==> config.mk <==
export PLATFORM = sky130hd
export DESIGN_NAME = timer_event_queue_top
export DESIGN_NICKNAME = d
export VERILOG_FILES = /design/src/rtl/core/teq_pkg.sv /design/src/rtl/core/teq_ctrl.sv /design/src/rtl/core/teq_datapath.sv /design/src/rtl/core/timer_event_queue_top.sv
export SDC_FILE = /design/constraint.sdc
export NUM_CORES = 2
export LEC_CHECK = 0
export ABC_AREA = 1
export BUFFER_PORTS_ARGS = -buffer_cell sky130_fd_sc_hd__buf_2
export CAP_MARGIN = 20
export CORE_MARGIN = 3
export CORE_UTILIZATION = 63
export CTS_CLUSTER_DIAMETER = 120
export DETAILED_ROUTE_END_ITERATION = 12
export PLACE_DENSITY = 0.8
export SETUP_SLACK_MARGIN = 0.2
export SLEW_MARGIN = 10
export SYNTH_ARGS = -nofsm -noshare
export SYNTH_HDL_FRONTEND = slang
export SYNTH_SLANG_ARGS = --single-unit
export TNS_END_PERCENT = 20
==> constraint.sdc <==
create_clock -name clk -period 11.9 [get_ports clk]
set_input_delay 2.38 -clock clk [delete_from_list [all_inputs] [get_ports clk]]
set_output_delay 2.38 -clock clk [all_outputs]
set_load 0.02 [all_outputs]
==> src/rtl/core/teq_pkg.sv <==
// ---------------------------------------------------------------------------
// teq_pkg: shared types, constants and helpers
// Request and result payloads, command codes and tick arithmetic helpers for
// the timer event queue.
// ---------------------------------------------------------------------------
`timescale 1ns / 1ps
`default_nettype none

package teq_pkg;

  localparam int SLOT_COUNT    = 16;
  localparam int LOCAL_ID_BITS = 12;
  localparam int TICK_BITS     = 32;
  localparam int SLOT_BITS     = $clog2(SLOT_COUNT);
  localparam int MAX_RES       = 16;
  localparam int CNT_BITS      = $clog2(MAX_RES + 1);
  localparam int RES_BITS      = $clog2(MAX_RES);

  localparam logic [1:0] FN_POST     = 2'd0;
  localparam logic [1:0] FN_CANCEL   = 2'd1;
  localparam logic [1:0] FN_DISPATCH = 2'd2;
  localparam logic [1:0] FN_QUERY    = 2'd3;

  localparam logic [1:0] ST_OK       = 2'd0;
  localparam logic [1:0] ST_NOMEM    = 2'd1;
  localparam logic [1:0] ST_NOEVENT  = 2'd2;
  localparam logic [1:0] ST_INVALID  = 2'd3;

  localparam logic [3:0] CMD_NONE  = 4'd0;
  localparam logic [3:0] CMD_LOAD  = 4'd1;
  localparam logic [3:0] CMD_POST  = 4'd2;
  localparam logic [3:0] CMD_CHECK = 4'd3;
  localparam logic [3:0] CMD_DINIT = 4'd4;
  localparam logic [3:0] CMD_SEL   = 4'd5;
  localparam logic [3:0] CMD_PICK  = 4'd6;
  localparam logic [3:0] CMD_FIRE  = 4'd7;
  localparam logic [3:0] CMD_MINIT = 4'd8;
  localparam logic [3:0] CMD_MIN   = 4'd9;
  localparam logic [3:0] CMD_EMIT  = 4'd10;
  localparam logic [3:0] CMD_ENEXT = 4'd11;

  typedef logic [SLOT_BITS-1:0]            slot_t;
  typedef logic [TICK_BITS-1:0]            tick_t;
  typedef logic signed [TICK_BITS-1:0]     tdiff_t;
  typedef logic [LOCAL_ID_BITS-1:0]        local_t;
  typedef logic [CNT_BITS-1:0]             cnt_t;

  typedef struct packed {
    logic [1:0]         func;
    logic [31:0]        now;
    logic signed [31:0] delay;
    logic signed [31:0] period;
    logic [15:0]        event_id;
  } req_t;

  typedef struct packed {
    logic [1:0]  status;
    logic [15:0] result_id;
    logic [30:0] time_left;
    logic        fired;
    logic        last;
    logic [30:0] next_delay;
    logic        queue_empty;
  } res_t;

  typedef struct packed {
    logic [3:0] op;
  } cmd_t;

  typedef struct packed {
    logic [1:0] func;
    logic       ptr_last;
    logic       found;
    logic       cnt_full;
    logic       out_take;
    logic       res_last;
  } stat_t;

  function automatic tdiff_t tick_diff(tick_t a, tick_t b);
    tick_t d;
    d = a - b;
    return tdiff_t'(d);
  endfunction

  function automatic logic [30:0] clamp31(tdiff_t d);
    logic [31:0] w;
    w = 32'(d);
    if (d < 0) return 31'd0;
    return w[30:0];
  endfunction

  function automatic local_t bump_local(local_t l);
    local_t v;
    v = l + local_t'(1);
    return (v == '0) ? local_t'(1) : v;
  endfunction

  function automatic logic [15:0] make_id(slot_t s, local_t l);
    logic [31:0] w;
    w = (32'(l) << SLOT_BITS) | 32'(s);
    return w[15:0];
  endfunction

endpackage

`default_nettype wire

==> src/rtl/core/teq_ctrl.sv <==
// ---------------------------------------------------------------------------
// teq_ctrl: sequencer
// Steps each request through its execute, selection scans, firing, deadline
// scan and result delivery by issuing commands to the datapath.
// ---------------------------------------------------------------------------
`timescale 1ns / 1ps
`default_nettype none

module teq_ctrl (
  input  wire logic           clk,
  input  wire logic           rst,
  input  wire logic           req_valid,
  output logic                req_stall,
  input  teq_pkg::stat_t      stat,
  output teq_pkg::cmd_t       cmd
);

  localparam logic [3:0] S_IDLE  = 4'd0;
  localparam logic [3:0] S_EXEC  = 4'd1;
  localparam logic [3:0] S_SEL   = 4'd2;
  localparam logic [3:0] S_PICK  = 4'd3;
  localparam logic [3:0] S_FIRE  = 4'd4;
  localparam logic [3:0] S_FNEXT = 4'd5;
  localparam logic [3:0] S_MSCAN = 4'd6;
  localparam logic [3:0] S_EMIT  = 4'd7;
  localparam logic [3:0] S_WAIT  = 4'd8;

  logic [3:0] state;
  logic [3:0] state_next;

  assign req_stall = (state != S_IDLE);

  always_comb begin
    state_next = state;
    cmd.op     = teq_pkg::CMD_NONE;
    unique case (state)
      S_IDLE: begin
        if (req_valid) begin
          cmd.op     = teq_pkg::CMD_LOAD;
          state_next = S_EXEC;
        end
      end
      S_EXEC: begin
        unique case (stat.func)
          teq_pkg::FN_POST: begin
            cmd.op     = teq_pkg::CMD_POST;
            state_next = S_MSCAN;
          end
          teq_pkg::FN_DISPATCH: begin
            cmd.op     = teq_pkg::CMD_DINIT;
            state_next = S_SEL;
          end
          default: begin
            cmd.op     = teq_pkg::CMD_CHECK;
            state_next = S_MSCAN;
          end
        endcase
      end
      S_SEL: begin
        cmd.op = teq_pkg::CMD_SEL;
        if (stat.ptr_last) state_next = S_PICK;
      end
      S_PICK: begin
        if (stat.found) begin
          cmd.op     = teq_pkg::CMD_PICK;
          state_next = S_FIRE;
        end else begin
          cmd.op     = teq_pkg::CMD_MINIT;
          state_next = S_MSCAN;
        end
      end
      S_FIRE: begin
        cmd.op     = teq_pkg::CMD_FIRE;
        state_next = S_FNEXT;
      end
      S_FNEXT: begin
        if (stat.cnt_full) begin
          cmd.op     = teq_pkg::CMD_MINIT;
          state_next = S_MSCAN;
        end else begin
          state_next = S_SEL;
        end
      end
      S_MSCAN: begin
        cmd.op = teq_pkg::CMD_MIN;
        if (stat.ptr_last) state_next = S_EMIT;
      end
      S_EMIT: begin
        cmd.op     = teq_pkg::CMD_EMIT;
        state_next = S_WAIT;
      end
      S_WAIT: begin
        if (stat.out_take) begin
          if (stat.res_last) begin
            state_next = S_IDLE;
          end else begin
            cmd.op     = teq_pkg::CMD_ENEXT;
            state_next = S_EMIT;
          end
        end
      end
      default: state_next = S_IDLE;
    endcase
  end

  always_ff @(posedge clk) begin
    if (rst) begin
      state <= S_IDLE;
    end else begin
      state <= state_next;
    end
  end

endmodule

`default_nettype wire

==> src/rtl/core/teq_datapath.sv <==
// ---------------------------------------------------------------------------
// teq_datapath: slot storage and scan datapath
// Holds the event slots, the selection and deadline scan registers, the list
// of fired ids and the result register.
// ---------------------------------------------------------------------------
`timescale 1ns / 1ps
`default_nettype none

module teq_datapath (
  input  wire logic           clk,
  input  wire logic           rst,
  input  teq_pkg::req_t       req,
  input  teq_pkg::cmd_t       cmd,
  output teq_pkg::stat_t      stat,
  output logic                res_valid,
  input  wire logic           res_stall,
  output teq_pkg::res_t       res
);

  teq_pkg::tick_t  slot_target [teq_pkg::SLOT_COUNT];
  logic [31:0]     slot_period [teq_pkg::SLOT_COUNT];
  logic [15:0]     slot_order  [teq_pkg::SLOT_COUNT];
  teq_pkg::local_t slot_local_id [teq_pkg::SLOT_COUNT];
  logic [teq_pkg::SLOT_COUNT-1:0] slot_busy;
  logic [teq_pkg::SLOT_COUNT-1:0] taken;
  logic [15:0]     insert_counter;
  teq_pkg::tick_t  last_dispatch_tick;

  logic [1:0]         func;
  teq_pkg::tick_t     now;
  logic signed [31:0] delay;
  logic signed [31:0] period;
  logic [15:0]        eid;

  teq_pkg::slot_t  ptr;
  logic            found;
  teq_pkg::tdiff_t best_d;
  logic [15:0]     best_ord;
  teq_pkg::slot_t  best_slot;
  logic            any;
  teq_pkg::tdiff_t min_d;
  teq_pkg::cnt_t   cnt;
  teq_pkg::cnt_t   k;
  logic [15:0]     fire_list [teq_pkg::MAX_RES];
  logic [1:0]      r_status;
  logic [15:0]     r_id;
  logic [30:0]     r_tl;

  teq_pkg::slot_t  free_slot;
  logic            full;
  teq_pkg::slot_t  eid_slot;
  logic            eid_in_range;
  teq_pkg::slot_t  addr;
  teq_pkg::tick_t  rd_target;
  logic [31:0]     rd_period;
  logic [15:0]     rd_order;
  teq_pkg::local_t rd_local;
  logic            rd_busy;
  teq_pkg::tdiff_t rd_d;
  logic [15:0]     ord_diff;
  logic            cand;
  logic            better;
  logic [31:0]     dly;
  teq_pkg::tick_t  post_t;
  teq_pkg::tick_t  rearm_t;
  logic            id_match;
  logic            disp_list;
  logic            out_take;
  logic            is_last;

  always_comb begin
    free_slot = '0;
    full      = 1'b1;
    for (int i = teq_pkg::SLOT_COUNT - 1; i >= 0; i--) begin
      if (!slot_busy[i]) begin
        free_slot = teq_pkg::slot_t'(i);
        full      = 1'b0;
      end
    end
  end

  assign eid_slot     = eid[teq_pkg::SLOT_BITS-1:0];
  assign eid_in_range = (32'(eid_slot) < 32'(teq_pkg::SLOT_COUNT));

  always_comb begin
    priority case (cmd.op)
      teq_pkg::CMD_POST:  addr = free_slot;
      teq_pkg::CMD_CHECK: addr = eid_slot;
      default:            addr = ptr;
    endcase
  end

  assign rd_target = slot_target[addr];
  assign rd_period = slot_period[addr];
  assign rd_order  = slot_order[addr];
  assign rd_local  = slot_local_id[addr];
  assign rd_busy   = slot_busy[addr];
  assign rd_d      = teq_pkg::tick_diff(rd_target, now);

  assign ord_diff = rd_order - best_ord;
  assign cand     = rd_busy && !taken[addr] && (rd_d <= 0);
  assign better   = !found || (rd_d < best_d) || ((rd_d == best_d) && ord_diff[15]);

  assign dly     = delay[31] ? 32'd0 : 32'(delay);
  assign post_t  = now + dly[teq_pkg::TICK_BITS-1:0];
  assign rearm_t = rd_target + rd_period[teq_pkg::TICK_BITS-1:0];

  assign id_match = rd_busy && (32'(eid >> teq_pkg::SLOT_BITS) == 32'(rd_local));

  assign disp_list = (func == teq_pkg::FN_DISPATCH) && (cnt != '0);
  assign is_last   = disp_list ? (k == cnt - teq_pkg::cnt_t'(1)) : 1'b1;
  assign out_take  = res_valid && !res_stall;

  assign stat.func     = func;
  assign stat.ptr_last = (32'(ptr) == 32'(teq_pkg::SLOT_COUNT - 1));
  assign stat.found    = found;
  assign stat.cnt_full = (32'(cnt) == 32'(teq_pkg::MAX_RES));
  assign stat.out_take = out_take;
  assign stat.res_last = is_last;

  always_ff @(posedge clk) begin
    if (rst) begin
      slot_busy          <= '0;
      insert_counter     <= '0;
      last_dispatch_tick <= '0;
      res_valid          <= 1'b0;
      for (int i = 0; i < teq_pkg::SLOT_COUNT; i++) begin
        slot_local_id[i] <= teq_pkg::local_t'(1);
      end
    end else begin
      if (out_take) res_valid <= 1'b0;
      unique case (cmd.op)
        teq_pkg::CMD_LOAD: begin
          func   <= req.func;
          now    <= req.now[teq_pkg::TICK_BITS-1:0];
          delay  <= req.delay;
          period <= req.period;
          eid    <= req.event_id;
        end
        teq_pkg::CMD_POST: begin
          ptr <= '0;
          any <= 1'b0;
          k   <= '0;
          cnt <= '0;
          r_tl <= '0;
          if (full) begin
            r_status <= teq_pkg::ST_NOMEM;
            r_id     <= '0;
          end else begin
            r_status            <= teq_pkg::ST_OK;
            r_id                <= teq_pkg::make_id(addr, rd_local);
            slot_period[addr]   <= period;
            slot_target[addr]   <= (teq_pkg::tick_diff(post_t, now) < 0) ? now : post_t;
            slot_order[addr]    <= insert_counter;
            insert_counter      <= insert_counter + 16'd1;
            slot_busy[addr]     <= 1'b1;
          end
        end
        teq_pkg::CMD_CHECK: begin
          ptr  <= '0;
          any  <= 1'b0;
          k    <= '0;
          cnt  <= '0;
          r_id <= '0;
          r_tl <= '0;
          if (!eid_in_range) begin
            r_status <= teq_pkg::ST_INVALID;
          end else if (!id_match) begin
            r_status <= teq_pkg::ST_NOEVENT;
          end else begin
            r_status <= teq_pkg::ST_OK;
            if (func == teq_pkg::FN_CANCEL) begin
              slot_busy[addr]     <= 1'b0;
              slot_local_id[addr] <= teq_pkg::bump_local(rd_local);
            end else begin
              r_tl <= teq_pkg::clamp31(rd_d);
            end
          end
        end
        teq_pkg::CMD_DINIT: begin
          if (teq_pkg::tick_diff(last_dispatch_tick, now) <= 0) last_dispatch_tick <= now;
          taken    <= '0;
          cnt      <= '0;
          k        <= '0;
          ptr      <= '0;
          found    <= 1'b0;
          r_status <= teq_pkg::ST_OK;
          r_id     <= '0;
          r_tl     <= '0;
        end
        teq_pkg::CMD_SEL: begin
          ptr <= ptr + teq_pkg::slot_t'(1);
          if (cand && better) begin
            found     <= 1'b1;
            best_d    <= rd_d;
            best_ord  <= rd_order;
            best_slot <= addr;
          end
        end
        teq_pkg::CMD_PICK: begin
          ptr <= best_slot;
        end
        teq_pkg::CMD_FIRE: begin
          fire_list[cnt[teq_pkg::RES_BITS-1:0]] <= teq_pkg::make_id(addr, rd_local);
          cnt         <= cnt + teq_pkg::cnt_t'(1);
          taken[addr] <= 1'b1;
          ptr         <= '0;
          found       <= 1'b0;
          if (!rd_period[31]) begin
            slot_target[addr] <= (teq_pkg::tick_diff(rearm_t, now) < 0) ? now : rearm_t;
            slot_order[addr]  <= insert_counter;
            insert_counter    <= insert_counter + 16'd1;
          end else begin
            slot_busy[addr]     <= 1'b0;
            slot_local_id[addr] <= teq_pkg::bump_local(rd_local);
          end
        end
        teq_pkg::CMD_MINIT: begin
          ptr <= '0;
          any <= 1'b0;
        end
        teq_pkg::CMD_MIN: begin
          ptr <= ptr + teq_pkg::slot_t'(1);
          if (rd_busy && (!any || rd_d < min_d)) begin
            min_d <= rd_d;
            any   <= 1'b1;
          end
        end
        teq_pkg::CMD_EMIT: begin
          res_valid       <= 1'b1;
          res.last        <= is_last;
          res.next_delay  <= any ? teq_pkg::clamp31(min_d) : 31'd0;
          res.queue_empty <= !any;
          if (disp_list) begin
            res.status    <= teq_pkg::ST_OK;
            res.result_id <= fire_list[k[teq_pkg::RES_BITS-1:0]];
            res.time_left <= '0;
            res.fired     <= 1'b1;
          end else begin
            res.status    <= r_status;
            res.result_id <= r_id;
            res.time_left <= r_tl;
            res.fired     <= 1'b0;
          end
        end
        teq_pkg::CMD_ENEXT: begin
          k <= k + teq_pkg::cnt_t'(1);
        end
        default: begin
        end
      endcase
    end
  end

endmodule

`default_nettype wire

==> src/rtl/core/timer_event_queue_top.sv <==
// ---------------------------------------------------------------------------
// timer_event_queue_top: timer event queue
// Fixed set of timed event slots with post, cancel, dispatch and query.
// ---------------------------------------------------------------------------
// Post, cancel and query run a deadline scan over all slots before the result.
// Dispatch repeats a selection scan and a firing per event until none is due
// or MAX_RES events have fired, then runs the deadline scan.
// One request at a time; each result is held until taken before the next one.
// Synchronous reset frees all slots and sets every local id to one.
`timescale 1ns / 1ps
`default_nettype none

module timer_event_queue_top (
  input  wire logic      clk,
  input  wire logic      rst,
  input  wire logic      req_valid,
  output logic           req_stall,
  input  teq_pkg::req_t  req,
  output logic           res_valid,
  input  wire logic      res_stall,
  output teq_pkg::res_t  res
);

  teq_pkg::cmd_t  cmd;
  teq_pkg::stat_t stat;

  teq_ctrl u_ctrl (
    .clk       (clk),
    .rst       (rst),
    .req_valid (req_valid),
    .req_stall (req_stall),
    .stat      (stat),
    .cmd       (cmd)
  );

  teq_datapath u_dp (
    .clk       (clk),
    .rst       (rst),
    .req       (req),
    .cmd       (cmd),
    .stat      (stat),
    .res_valid (res_valid),
    .res_stall (res_stall),
    .res       (res)
  );

  a_busy_after_req: assert property (@(posedge clk) disable iff (rst)
    (req_valid && !req_stall) |=> req_stall)
    else $error("request accepted while not busy afterwards");

  a_no_req_with_res: assert property (@(posedge clk) disable iff (rst)
    res_valid |-> req_stall)
    else $error("request channel open while a result is pending");

  a_last_drains: assert property (@(posedge clk) disable iff (rst)
    (res_valid && !res_stall && res.last) |=> !res_valid)
    else $error("result after the last one of a request");

endmodule

`default_nettype wire
* Yosys cells after proc, flatten, opt, wreduce, memory -nomap -nowiden
Memories as Yosys holds them, arrays and structs flattened. A register that Yosys moved wholly into a read port is not among the register bits.
Cells that the tools add are included.
** Operators by class
- Add/subtract/negate cells :: 12
- Order comparisons :: 9
- Equal/unequal tests :: 37
- Muxes and demuxes :: 128
- Bitwise logic cells :: 9
- Reduce and logical (&&, ||, !) cells :: 57
** Operators by type and width (count)
- 31-bit two-way mux :: 7
- 32-bit by 1-bit < comparator with 1-bit output (second input constant) :: 4
- 16-bit two-way mux :: 8
- 4-bit two-way mux :: 26
- 32-bit two-way mux :: 3
- 16-bit one-hot mux with 2 select lines :: 3
- 32-bit subtractor :: 3
- 4-bit one-hot mux with 9 select lines :: 2
- 32-bit adder :: 2
- 32-bit < comparator :: 2
- 31-bit one-hot mux with 2 select lines :: 1
- 1-bit two-way mux :: 57
- 48-bit two-way mux :: 1
- 16-bit one-hot mux with 3 select lines :: 1
- 12-bit two-way mux :: 3
- 32-bit == test :: 1
- 4-bit by 3-bit == test with 1-bit output (second input constant) :: 8
- 32-bit by 1-bit <= comparator with 1-bit output (second input constant) :: 1
- 16-bit OR :: 2
- 4-bit == test (second input constant) :: 6
- 5-bit one-hot mux with 2 select lines :: 2
- 2-bit AND reduction :: 9
- 2-bit nonzero test :: 9
- 16-bit by 1-bit adder with 16-bit output (second input constant) :: 1
- 46 further kinds :: 90
** Word-level totals
- Register bits after elaboration :: 399
- Memory bits (writable) :: 1728
- Input port bits :: 118
- Output and inout port bits :: 85
- Word-level logic and storage cells :: 286
- Memories kept :: 5
** Memory list
- u_dp.slot_period :: depth 16, width 32, rd ports 1, clocked after memory_dff 0, wr ports 1, RTL line teq_datapath.sv:21 : logic [31:0] slot_period [teq_pkg::SLOT_COUNT];
- u_dp.slot_target :: depth 16, width 32, rd ports 1, clocked after memory_dff 0, wr ports 1, RTL line teq_datapath.sv:20 : teq_pkg::tick_t slot_target [teq_pkg::SLOT_COUNT];
- u_dp.fire_list :: depth 16, width 16, rd ports 1, clocked after memory_dff 1, wr ports 1, RTL line teq_datapath.sv:44 : logic [15:0] fire_list [teq_pkg::MAX_RES];
- u_dp.slot_order :: depth 16, width 16, rd ports 1, clocked after memory_dff 0, wr ports 1, RTL line teq_datapath.sv:22 : logic [15:0] slot_order [teq_pkg::SLOT_COUNT];
- u_dp.slot_local_id :: depth 16, width 12, rd ports 1, clocked after memory_dff 0, wr ports 16, RTL line teq_datapath.sv:23 : teq_pkg::local_t slot_local_id [teq_pkg::SLOT_COUNT];

* Logic depth before layout (Yosys ltp)
An unclocked memory read counts as a cell.
- Word-level depth :: 29
- Mapped depth :: 58
- Gate-level depth less buffers :: 54

* By module
Synthesis repeated with hierarchy kept, for this count alone.
** Second synthesis, totals
- Cells, all modules :: 6956
- Area total of the unflattened synthesis :: 89300.6 µm²
** By module, submodules not included
- teq_datapath :: times used 1, cells each 6892, area an instance 88920.3 µm², seq. area each 63500.9 µm²
- teq_ctrl :: times used 1, cells each 64, area an instance 380.4 µm², seq. area each 80.1 µm²

* Worst setup path before layout
OpenSTA, ideal clock, no wires.
- Kind :: in2reg
- From :: input port rst
- To :: register u_dp.delay[0] (enable)
- Setup time :: 0.725 ns
- Arrival time :: 10.376 ns
- Required time :: 11.175 ns
- Slack :: 0.799 ns
- Cell stages on the path :: 2
- Buffers on the path :: 1
- Path through :: clkbuf_1 > nor3_1
** Between the ends
- Longest elaborated chain between the ends :: 2
** Ends and longest elaborated chain
- start: declaration :: RTL line timer_event_queue_top.sv:15 : input wire logic rst,
- 1-bit inverter (no source line)
- 2-bit AND reduction (no source line)
- end signal: assignment :: RTL line teq_datapath.sv:136 : delay <= req.delay;
- end: declaration :: RTL line teq_datapath.sv:31 : logic signed [31:0] delay;
Every way passes these cells.
A chain may end at the register's enable or synchronous reset.

* Worst setup path after layout
- From :: input port res_stall
- To :: memory u_dp.slot_target[2][4] (netlist name), data pin
** Between the ends
- Longest elaborated chain between the ends :: 12
- Elaborated cells between the ends (all ways) :: 19
- Classes of those cells :: 2 x add/sub; 1 x order compare; 3 x eq/ne; 9 x mux; 2 x reduce/logical; 2 x memory
** Ends and longest elaborated chain
- start: declaration :: RTL line timer_event_queue_top.sv:20 : input wire logic res_stall,
- 1-bit logical NOT (*) :: RTL line teq_datapath.sv:112 : assign out_take = res_valid && !res_stall;
- 1-bit logical AND (*) :: RTL line teq_datapath.sv:112
- 4-bit two-way mux (*) :: RTL line teq_ctrl.sv:93 : if (stat.out_take) begin
- 4-bit one-hot mux with 9 select lines (*) :: RTL line teq_ctrl.sv:36 : unique case (state)
- 4-bit by 2-bit == test with 1-bit output (on tied branches)
- 4-bit one-hot mux with 2 select lines :: RTL line teq_datapath.sv:86 : priority case (cmd.op)
- memory read 16 x 32 bit (on tied branches)
- 32-bit adder / 1-bit two-way mux (equally long branches) :: RTL line teq_datapath.sv:106, teq_datapath.sv:209
- 32-bit subtractor / 1-bit two-way mux (equally long branches) :: RTL line teq_pkg.sv:81, teq_datapath.sv:132
- 32-bit by 1-bit < comparator with 1-bit output / 1-bit two-way mux (equally long branches) :: RTL line teq_datapath.sv:210, teq_datapath.sv:122
- 32-bit two-way mux / 1-bit two-way mux (equally long branches) :: RTL line teq_datapath.sv:210 : slot_target[addr] <= (teq_pkg::tick_diff(rearm_t, now) < 0) ? now : rearm_t;
- 32-bit two-way mux (no source line) (*)
- end: declaration :: RTL line teq_datapath.sv:20
Every way passes the cells marked *; elsewhere a longest branch is shown, timed or not.

==> impl_results.md <==
* Status: finished, final reports clean
* Gr usage total at between 30% and 40%
* Mapped cell area at 89,830 µm²
* Startpoint class of the critical path: input port
* Setup TNS at 0 ns
* Layout net count at 7,583
* Crit Path Max Fanout at 56
* Fin cells at 9,276
* Ys flop type: edfxtp_1
* Hold WS at 0.4747 ns
* Hold path startpoint: u_dp.res_valid
* Clock Pin Slew Worst Setup and Hold Paths at 0.06 ns
* CP Capture Type: flop
* Initial antenna violation count at 3
* IO Count at ~200
* Syn Inst Count at 7,002
* GPL Wtd Cong at around 0.95
* Launch point of the worst reg-to-reg path: u_dp.cnt[0]
* Clk root buf: clkbuf_16
* Total CTS buffers at 203
* Yosys warns at 0
* Vias post-DR at 61,070
* Fin. max-slew vios at 0
* First-pass GRT wire length at 365.8 mm
* Syn avg cell area at 12.83 µm²
* DIE AREA at 147,200 µm²
* Placed insts at 8,892
* Largest net degree at the start of global routing at 84
* Normalized max-slew margin at 22.20%
* Synth-to-layout area growth at 11.42%
* Tcrit/Tclk final at 92.70%
* Drt pass-1 iters at 9
* Tmin final at 11.03 ns
* CP Launch Point: res_stall
* EDFF count, synth at 2,090
* Register area share after synthesis at 70.78%
* Htree depth at 4
* Synth cell types at 70
* Chip Height at 383.6 µm
* CTS tree: done
* Setup violations, final at 0
* Later-pin clock latency in the skew report at 0.86 ns
* Fmax at 0.09065 GHz
* Actual slew at the worst max-slew pin at about 1.2 ns
* CTS max path bufs at 3
* Final hold vios at 0
* Initial Util at 63.91%
* Critical Path AT at 11.45 ns
* Synth async-reset ratio at 0%
* Number of global-route vias before repair at 59,550
* Initial DRC count at 8,992
* Slowest cell delay on critical path at 0.52 ns
* Total core area at 140,600 µm²
* Post-DP HPWL at about 150 mm
* Critical path class: input port to flop
* Post-CTS setup buffers at 0
* CP required at 12.32 ns
* Max-Cap Viols at 0
* Port buffer count at 202
* Unrepaired setup endpoints after global routing: false
* Slowest stage cell on the critical path: fa_1
* Final WS setup at 0.8689 ns
* Die extent in x at roughly 380 µm
* # clock sinks at ~2,100
* Grt ovf at 0
* Seq cells post-synth at 2,131
* Post-Syn Nets at 7,362
* Final Skew at 0.06872 ns
* Remaining DRCs at 0
* WL final at between 200 and 250 mm
* Most frequent cell on the critical path: o21ai_0
* Layout cell share with drive strength beyond 1 at between 10 and 15%
* Vias per cell at 6.583
* Worst min path class: flop to flop
* Worst slack at placement at 0.01064 ns
* Post-route ant nets at 0
* Std-Cell Rows at around 140
* DR WL/cell at 26.81 µm
## area by class of cell
| type | instances | area (µm²) |
|---|---|---|
| well taps | 1876 | 2347 |
| clock buffers | 252 | 5354 |
| flip-flops and latches | 2131 | 63590 |
| diodes | 1 | 2.502 |
| inverters | 500 | 1893 |
| clock inverters | 129 | 1454 |
| repair buffers | 359 | 2286 |
| fillers | 8798 | 40470 |
| multi-input cells | 4028 | 23170 |
## cells in the final DEF (no fill, tap or decap), types with 38 or more instances in the layout
master,instances
a22oi_1,165
o211ai_1,38
nand2_1,1004
o21ai_0,381
nor2_1,625
buf_4,149
buf_2,202
clkbuf_16,204
xor2_1,76
dfxtp_1,39
nand3_1,199
o22ai_1,486
nand4_1,44
inv_1,480
ha_1,239
clkbuf_1,40
o221ai_1,58
o2111a_1,56
edfxtp_1,2090
nor2_4,46
a21oi_1,267
clkinv_1,45
nor2_2,70
## logic make-up after synthesis
group / synth area share [%]
AOI/OAI and AO/OA: 10.81
xor gates and xnor gates: 0.9750
adders and majority gates: 3.396
buffers and inverters: 3.836
DFF: 70.78
and+or+nand+nor: 10.20
## flip-flops by register name, indices dropped and copies added, names as in the netlist, 31 cells and up, named ones only
register	count
u_dp.best_d	32
u_dp.delay	32
u_dp.fire_list	256
u_dp.min_d	32
u_dp.now	32
u_dp.period	32
u_dp.r_tl	31
u_dp.res	83
u_dp.slot_local_id	192
u_dp.slot_order	256
u_dp.slot_period	512
u_dp.slot_target	512
## critical path: cells and delay by family
kind | cells | cell delay, ns
compound gates | 17 | 3.95
buf+inv | 6 | 1.20
fa+ha+maj | 2 | 0.82
simple gates | 15 | 2.57
xor+xnor | 2 | 0.41
## metrics by stage
step	instance area (µm²)	utilization, %
5_1_grt	100100	71.21
3_3_place_gp	93240	66.33
2_1_floorplan	89830	-
3_5_place_dp	93240	66.33
4_1_cts	100000	71.18
6_report	100100	71.21
## per-layer routing
metal / global-route usage [%] / part of all wire (%) / vias to the layer above
met5: 0 / 0.010 / -
met4: 19.45 / 6.6 / 6
met3: 6.484 / 12 / 859
met2: 53.40 / 47 / 4666
met1: 42.82 / 34 / 29260
li1: - / - / 26280
## timing repair
action,in CTS,in global routing
hold buffers,0,0
endpoints found under the setup margin,0,496
gates resized for setup,0,5
## worst paths after layout
check                                              end  slack (ns)  cells past startpoint
worst max register to register  u_dp.slot_target[2][4]        1.18                     47
worst max-delay path            u_dp.slot_target[2][4]        0.87                     42
worst min register to register          u_dp.res_valid        0.47                      2
worst min-delay path                    u_dp.res_valid        0.47                      2
## cell usage after synthesis, types with 11 or more instances
cell	instances	area (µm²)
o211ai_1	38	285.3
edfxtp_1	2090	62760
dfxtp_1	41	820.8
ha_1	239	2990
nor2_1	662	2485
xor2_1	76	665.6
a22oi_1	165	1239
inv_2	12	45.04
nand2_2	14	87.58
or4_1	17	127.6
o22ai_1	486	3040
o221ai_1	58	508.0
o21ai_0	382	1912
buf_6	22	247.7
buf_4	12	90.09
nand2_1	1007	3780
nor3_1	42	210.2
o2111a_1	56	630.6
inv_1	483	1813
buf_2	40	200.2
nand4_1	44	275.3
nand3_1	200	1001
nand3b_1	25	187.7
xnor2_1	24	210.2
buf_1	33	123.9
a31oi_1	28	175.2
nor2_2	72	450.4
a21oi_1	267	1336
o21bai_1	11	82.58
clkbuf_1	235	882.1
Power is not shown: default switching activity piles up to over one toggle a cycle in this logic, so the estimate is an artifact.
